==> src/rtl/assert_macros.svh <==
`ifndef ASSERT_MACROS_SVH
`define ASSERT_MACROS_SVH

// The response must hold in the same cycle as the condition.
`define ASSERT_SAME(label, clk, rst_n, cond, resp, msg) \
	label: assert property (@(posedge clk) disable iff (!rst_n) (cond) |-> (resp)) \
		else $error(msg);

// The response must hold in the cycle after the condition.
`define ASSERT_NEXT(label, clk, rst_n, cond, resp, msg) \
	label: assert property (@(posedge clk) disable iff (!rst_n) (cond) |=> (resp)) \
		else $error(msg);

`endif

==> src/rtl/lpmm_pkg.sv <==
`timescale 1ns / 1ps
package lpmm_pkg;

	localparam int MAX_ITEMS_DEF   = 64;
	localparam int MAX_GROUPS_DEF  = 16;
	localparam int VALUE_WIDTH_DEF = 16;

	// Width of the group count register and its value after reset.
	localparam int               CFG_W           = 5;
	localparam logic [CFG_W-1:0] GROUP_COUNT_RST = CFG_W'(4);

	typedef enum logic [3:0] {
		ST_IDLE,
		ST_ROW,
		ST_PI,
		ST_SCAN,
		ST_DRAIN,
		ST_WRITE,
		ST_WALK,
		ST_WALK_NEXT,
		ST_EMIT,
		ST_FLUSH
	} lpmm_state_t;

	typedef struct packed {
		logic valid;
		logic restart;
	} scan_ctl_t;

endpackage

==> src/rtl/lpmm_scan.sv <==
`timescale 1ns / 1ps
module lpmm_scan import lpmm_pkg::*; #(
	parameter int SUM_W = VALUE_WIDTH_DEF + $clog2(MAX_ITEMS_DEF),
	parameter int IDX_W = $clog2(MAX_ITEMS_DEF + 1)
) (
	input  logic             clk,
	input  scan_ctl_t        ctl,
	input  logic [SUM_W-1:0] head,
	input  logic [SUM_W-1:0] tail,
	input  logic [IDX_W-1:0] idx,
	output logic [SUM_W-1:0] best,
	output logic [IDX_W-1:0] best_idx
);

	logic [SUM_W-1:0] best_q;
	logic [IDX_W-1:0] idx_q;
	logic [SUM_W-1:0] cand;
	logic             take;

	assign cand = (head > tail) ? head : tail;
	// Strict compare: the earliest split point keeps a tie.
	assign take = ctl.restart || (cand < best_q);

	always_ff @(posedge clk) begin
		if (ctl.valid && take) begin
			best_q <= cand;
			idx_q  <= idx;
		end
	end

	assign best     = best_q;
	assign best_idx = idx_q;

endmodule

==> config.mk <==
export PLATFORM = sky130hd
export DESIGN_NAME = lpmm_scan
export DESIGN_NICKNAME = d
export VERILOG_FILES = /design/src/rtl/assert_macros.svh /design/src/rtl/lpmm_pkg.sv /design/src/rtl/lpmm_scan.sv
export SDC_FILE = /design/constraint.sdc
export NUM_CORES = 1
export LEC_CHECK = 0
export BUFFER_PORTS_ARGS = -buffer_cell sky130_fd_sc_hd__clkbuf_2
export CORE_MARGIN = 8
export CORE_UTILIZATION = 30
export CTS_CLUSTER_DIAMETER = 40
export DETAILED_ROUTE_END_ITERATION = 6
export PLACE_DENSITY_LB_ADDON = 0.05
export SETUP_SLACK_MARGIN = 0.2
export SLEW_MARGIN = 10
export SYNTH_ARGS = -nofsm -noshare
export SYNTH_HDL_FRONTEND = slang
export SYNTH_SLANG_ARGS = --single-unit
export TNS_END_PERCENT = 10
==> constraint.sdc <==
create_clock -name clk -period 6 [get_ports clk]
set_clock_uncertainty 0.05 [all_clocks]
set_input_delay 0.9 -clock clk [delete_from_list [all_inputs] [get_ports clk]]
set_output_delay 0.9 -clock clk [all_outputs]
set_load 0.005 [all_outputs]
Yosys cells after proc, flatten, opt, wreduce, memory -nomap -nowiden --
Index checks and enable logic that the tools add are counted.
Storage, ports and cells: logic and storage cells 7, register bits after elaboration 29
Operators by class: order comparisons 2, reductions and logical operators 2, multiplexer cells 1
Operators with widths (count):
- greater-than comparator 22 bit | 1
- less-than comparator 22 bit | 1
- two-way mux 22 bit | 1
- logical AND 1 bit | 1
- logical OR 1 bit | 1

Logic depth before layout (Yosys ltp) --
depth after elaboration 5, depth in mapped cells 16, mapped depth without buffers 15

Least setup slack after synthesis --
OpenSTA, ideal clock, no wires.
path type input to register, start input tail[20], end register best_q[0] (netlist: best[0]) (enable), library setup time 433 ps, path slack 153 ps, arrival time 5364 ps, data required time 5517 ps, buffers on the path 1, stages 16, path through inv_1 > ha_1 > nand4_1 > nor4_1 > o31ai_1 > a31oi_4 > buf_4 > nand2_1 > o21ai_1 > ha_1 > a21o_1 > a21o_1 > a2111oi_4 > o22ai_1 > o41a_1 > a31oi_1
Between the ends: word-level cells in the longest chain between the ends 5
Ends and longest elaborated chain:
- start, declared | line lpmm_scan.sv:9 | input logic [SUM_W-1:0] tail,
- greater-than comparator 22 bit | line lpmm_scan.sv:20 | assign cand = (head > tail) ? head : tail;
- two-way mux 22 bit | line lpmm_scan.sv:20
- net cand[17] | line lpmm_scan.sv:17 | logic [SUM_W-1:0] cand;
- less-than comparator 22 bit | line lpmm_scan.sv:22 | assign take = ctl.restart || (cand < best_q);
- logical OR 1 bit | line lpmm_scan.sv:22
- logical AND 1 bit | line lpmm_scan.sv:25 | if (ctl.valid && take) begin
- end signal, assigned | line lpmm_scan.sv:26 | best_q <= cand;
- end, declared | line lpmm_scan.sv:15 | logic [SUM_W-1:0] best_q;
The timed path passes the listed nets, and every way through them passes these cells. A chain may end at the register's enable or synchronous reset.

Worst setup path after layout --
start input tail[20], end register idx_q[3] (netlist: best_idx[3]) (enable)
Between the ends: word-level cells in the longest chain between the ends 5
Ends and longest elaborated chain:
- greater-than comparator 22 bit | line lpmm_scan.sv:20
- two-way mux 22 bit | line lpmm_scan.sv:20
- net cand[17] | line lpmm_scan.sv:17
- less-than comparator 22 bit | line lpmm_scan.sv:22
- logical OR 1 bit | line lpmm_scan.sv:22
- logical AND 1 bit | line lpmm_scan.sv:25
- end signal, assigned | line lpmm_scan.sv:27 | idx_q <= idx;
- end, declared | line lpmm_scan.sv:16 | logic [IDX_W-1:0] idx_q;
The timed path passes the listed nets, and every way through them passes these cells.

==> results.md <==
- In the post-synthesis netlist, the biggest area contributors are sky130_fd_sc_hd__edfxtp_1, sky130_fd_sc_hd__ha_1, sky130_fd_sc_hd__inv_1.
- The remaining routing DRC violations is 0.
- For the worst flop-to-flop path, the logic depth is 9.
- The highest ir drop seen on vdd is 0.0000747 V.
- Walking the worst path, the cells encountered are clkbuf_2 -> inv_1 -> ha_1 -> nand4_1 -> nor4_1 -> o31ai_1 -> a31oi_4 -> nand2_1 -> o21ai_1 -> ha_1 -> a21o_1 -> a21o_1 -> a2111oi_4 -> o22ai_1 -> o41a_1 -> a31oi_4 -> buf_4.
- The post-synthesis to final-layout area growth is 27.8%.
- At the end of routability-driven placement, the weighted congestion stood at 0.750.
- The part of the Yosys area used for sequential elements is 38.8%.
- The die extent in x is 102 µm.
- Summed over all layers, the routed wires come to 5.92 mm.
- The area fraction of the dominant cell type after synthesis is 38.8%.
- Buffers placed on the I/O ports in this run total 82.
- The synthesized netlist devotes 17.0% of its cell area to compound gates.
- The effective utilization at floorplan is 30.9%.
- Summing every instance area after synthesis gives 2240 µm².
- The number of endpoints with negative hold slack in the final report was 0.
- The worst pin sits at a relative slew slack of 47.0%.
- The biggest area contributor in the post-synthesis netlist is sky130_fd_sc_hd__edfxtp_1.
- Counting flops with a built-in enable in the synthesized netlist gives 29.
- The HPWL after detailed placement is 5.06 mm.
- The initial detailed-routing violation count is 59.
- The number of antenna violations at the first check in global routing is 0.
- A synthesized cell averages 9.59 µm².
- The detailed-route wire length per cell is 14.1 µm.
- The most used flip-flop cell after synthesis is sky130_fd_sc_hd__edfxtp_1.
- On the worst path, the slowest cell contributes a delay of 0.66 ns.
- The number of different library cells used by synthesis comes to 30.
- Setup repair after global routing left no endpoint under its margin.
- Of all flip-flops after synthesis, the portion carrying an async set or reset was 0%.
- Across all layers, the routed design uses 1,907 vias.
- The largest family of logic cells by synthesized area is adder cells.
- In the final design database the tool counted 419 nets.
- The mux contribution to synthesized area is 0.502%.
- The detailed-routing iteration count for the pre-antenna-repair pass is 4.
- The floorplan has 31 rows.
- The final period utilization is 84.7%.
- The number of standard cells after synthesis is 234.
- The timing-limited maximum frequency is 0.197 GHz.
- The critical path is of the input port to flip-flop type.
- The cell area power density is 235 nW/µm².
- The final non-filler cell area is 2870 µm².
- In the final layout, the share of cells above drive strength 1 is 29.2%.
- The number of levels the H-tree was split into is 2.
- The longest clock path from root to sink contains 2 buffers.
- The tree built by TritonCTS fans out to 29 sinks.
- In this run the worst path has a maximum fanout of 35.
- The total number of yosys warnings is 0.
- The via count of the first global-routing pass is 1,984.
- The final count of negative-setup-slack endpoints is 0.
- The actual slew at the worst max-slew pin is 0.795 ns.
- In this run, post-CTS hold repair placed 0 buffers.
- The xor and xnor fraction of the mapped netlist area is 0%.
- The number of pins with negative max-slew slack in the final report is 0.
- The number of violations of the max-capacitance limit is 0.
- In this run, post-CTS repair resized a total of 0 instances.
- For the worst-skew pair, the clock arrives at the later sink with an insertion delay of 0.28 ns.
- Of the total synthesized cell area, the portion taken by AND, OR, NAND and NOR gates is 11.0%.
- The post-detailed-placement cell area is 2790 µm².
- The slack of the critical path is 0.919 ns.
- OpenSTA, run right after detailed placement, puts the worst setup slack at 0.573 ns.
- The time the final worst path needs with I/O delays and setup is 5.08 ns.
- The total CTS buffers is 5.
- The floorplan step defined a core boundary enclosing 7250 µm².
- The synthesized netlist devotes 24.0% of its cell area to adder and majority cells.
- The floorplan step defined a die boundary enclosing 10,500 µm².
- The flow ran to the end, and the final reports show no timing, DRC or antenna violations.
- The first global-routing pass estimated 9.26 mm of wire.
- The post-CTS setup-driven buffer insertion count is 0.
- The remaining global-route overflow is 0.
- Summed over all cells, the static leakage comes to 1.45 nW.
- Once detail routing completed, the nets flagged for antenna violations numbered 0.
- The type of element launching the critical path is an input port.
- TritonCTS built the clock tree.
- The worst hold path belongs to the class input port to flip-flop.
- The data required time at the worst endpoint is 5.91 ns.
- In this run the vertical extent of the chip is 102 µm.
- CTS placed an instance of sky130_fd_sc_hd__clkbuf_8 at the clock tree root.
- 83 I/O pins were placed.
- Global routing used 11.5% of the available tracks.
- The largest net degree at the start of global routing is 36.
- 0 antenna diodes ended up in the layout.
- After clock tree synthesis, the clock-pin slew on the worst setup and hold paths is 0.06 ns.
- The worst setup path is captured at a flip-flop.
- Adding up every negative setup slack in the final design gives 0 ns.
- The number of nets handed over by synthesis was 331.
- The worst hold path stage count is 1.
- The data arrival time at the worst-slack endpoint is 4.99 ns.
- The post-detailed-route via-to-cell ratio is 4.53.
- The slowest stage cell on the critical path is sky130_fd_sc_hd__a31oi_4.
- The flip-flop and latch count after synthesis is 29.
==> critical path: cells and delay by family <==
| kind | cells | cell delay, ns |
|---|---|---|
| AO/OA/AOI/OAI | 9 | 2.43 |
| AND/OR/NAND/NOR | 3 | 0.67 |
| adder cells (fa/ha/maj) | 2 | 0.59 |
| buffers and inverters | 3 | 0.38 |
==> logic make-up after synthesis <==
group                      count (synthesis)
buffers and inverters                     49
AOI/OAI and AO/OA                         60
adders and majority gates                 43
DFF                                       29
and+or+nand+nor                           52
muxes                                      1
==> sequential cells by signal, indices dropped and copies added, names as in the netlist <==
| name | count |
|---|---|
| best | 22 |
| best_idx | 7 |
==> where the power goes <==
part           switching, mW  internal, mW
Sequential            0.0150         0.268
Clock                 0.0734        0.0781
Combinational          0.134         0.105
==> per-layer routing <==
| metal | up-vias | track usage, % | wire, µm |
|---|---|---|---|
| li1 | 1010 | - | - |
| met5 | - | 0 | 0 |
| met2 | 61 | 17.9 | 2570 |
| met1 | 829 | 14.5 | 2770 |
| met4 | 0 | 4.40 | 110 |
| met3 | 7 | 3.27 | 466 |
==> final cells by class <==
| cell class | count | area (µm²) |
|---|---|---|
| flip-flops and latches | 29 | 871 |
| clock buffers | 6 | 72.6 |
| repair buffers | 85 | 433 |
| clock inverters | 1 | 3.75 |
| multi-input cells | 156 | 1190 |
| well taps | 99 | 124 |
| fillers | 785 | 4390 |
| inverters | 45 | 169 |
==> Yosys cell counts, types with 3 or more instances <==
master / number
sky130_fd_sc_hd__a21boi_0: 3
sky130_fd_sc_hd__a21o_1: 4
sky130_fd_sc_hd__a21oi_1: 15
sky130_fd_sc_hd__edfxtp_1: 29
sky130_fd_sc_hd__ha_1: 43
sky130_fd_sc_hd__inv_1: 45
sky130_fd_sc_hd__nand2_1: 26
sky130_fd_sc_hd__nand3_1: 3
sky130_fd_sc_hd__nand4_1: 11
sky130_fd_sc_hd__nor2_1: 4
sky130_fd_sc_hd__o21ai_0: 25
==> worst paths after layout <==
check,startpoint,end,slack [ns]
worst max-delay path,tail[20],best_idx[3],0.92
worst min-delay path,idx[6],best_idx[6],0.75
worst max register to register,best[17],best_idx[3],3.19
worst min register to register,best[0],best[21],1.00
==> per-stage QoR <==
stage	instances	utilization (%)	power, mW	hold WS [ns]
after global routing	421	39.5	0.726	0.739
after detailed placement	414	38.5	0.530	0.982
after CTS	421	39.5	0.687	0.736
after global placement	414	38.5	0.533	0.984
after floorplan	234	-	0.430	0.949
final	421	39.5	0.673	0.750
==> cells in the final DEF (no fill, tap or decap) <==
cell type and instances:
sky130_fd_sc_hd__clkbuf_8 5, sky130_fd_sc_hd__buf_4 3, sky130_fd_sc_hd__nor2b_1 2, sky130_fd_sc_hd__a31oi_4 2, sky130_fd_sc_hd__o21a_1 2, sky130_fd_sc_hd__clkinv_1 1
sky130_fd_sc_hd__a21boi_0 3, sky130_fd_sc_hd__edfxtp_1 29, sky130_fd_sc_hd__o22ai_1 1, sky130_fd_sc_hd__o21ai_0 25, sky130_fd_sc_hd__o21ai_1 2, sky130_fd_sc_hd__clkbuf_1 1
sky130_fd_sc_hd__and4_1 1, sky130_fd_sc_hd__a21oi_1 15, sky130_fd_sc_hd__nand3_1 3, sky130_fd_sc_hd__inv_1 45, sky130_fd_sc_hd__a21o_1 4, sky130_fd_sc_hd__o31ai_1 1
sky130_fd_sc_hd__ha_1 43, sky130_fd_sc_hd__a2bb2oi_1 1, sky130_fd_sc_hd__nor3_1 1, sky130_fd_sc_hd__nor2_1 4, sky130_fd_sc_hd__a211oi_1 2, sky130_fd_sc_hd__a2111oi_4 1
sky130_fd_sc_hd__clkbuf_2 82, sky130_fd_sc_hd__o41a_1 1, sky130_fd_sc_hd__mux2_2 1, sky130_fd_sc_hd__nand2b_1 1, sky130_fd_sc_hd__and2_1 1, sky130_fd_sc_hd__nand4_1 11
sky130_fd_sc_hd__nor4_1 2, sky130_fd_sc_hd__nand2_1 26
Note: power is estimated with default switching activity, not from simulation.
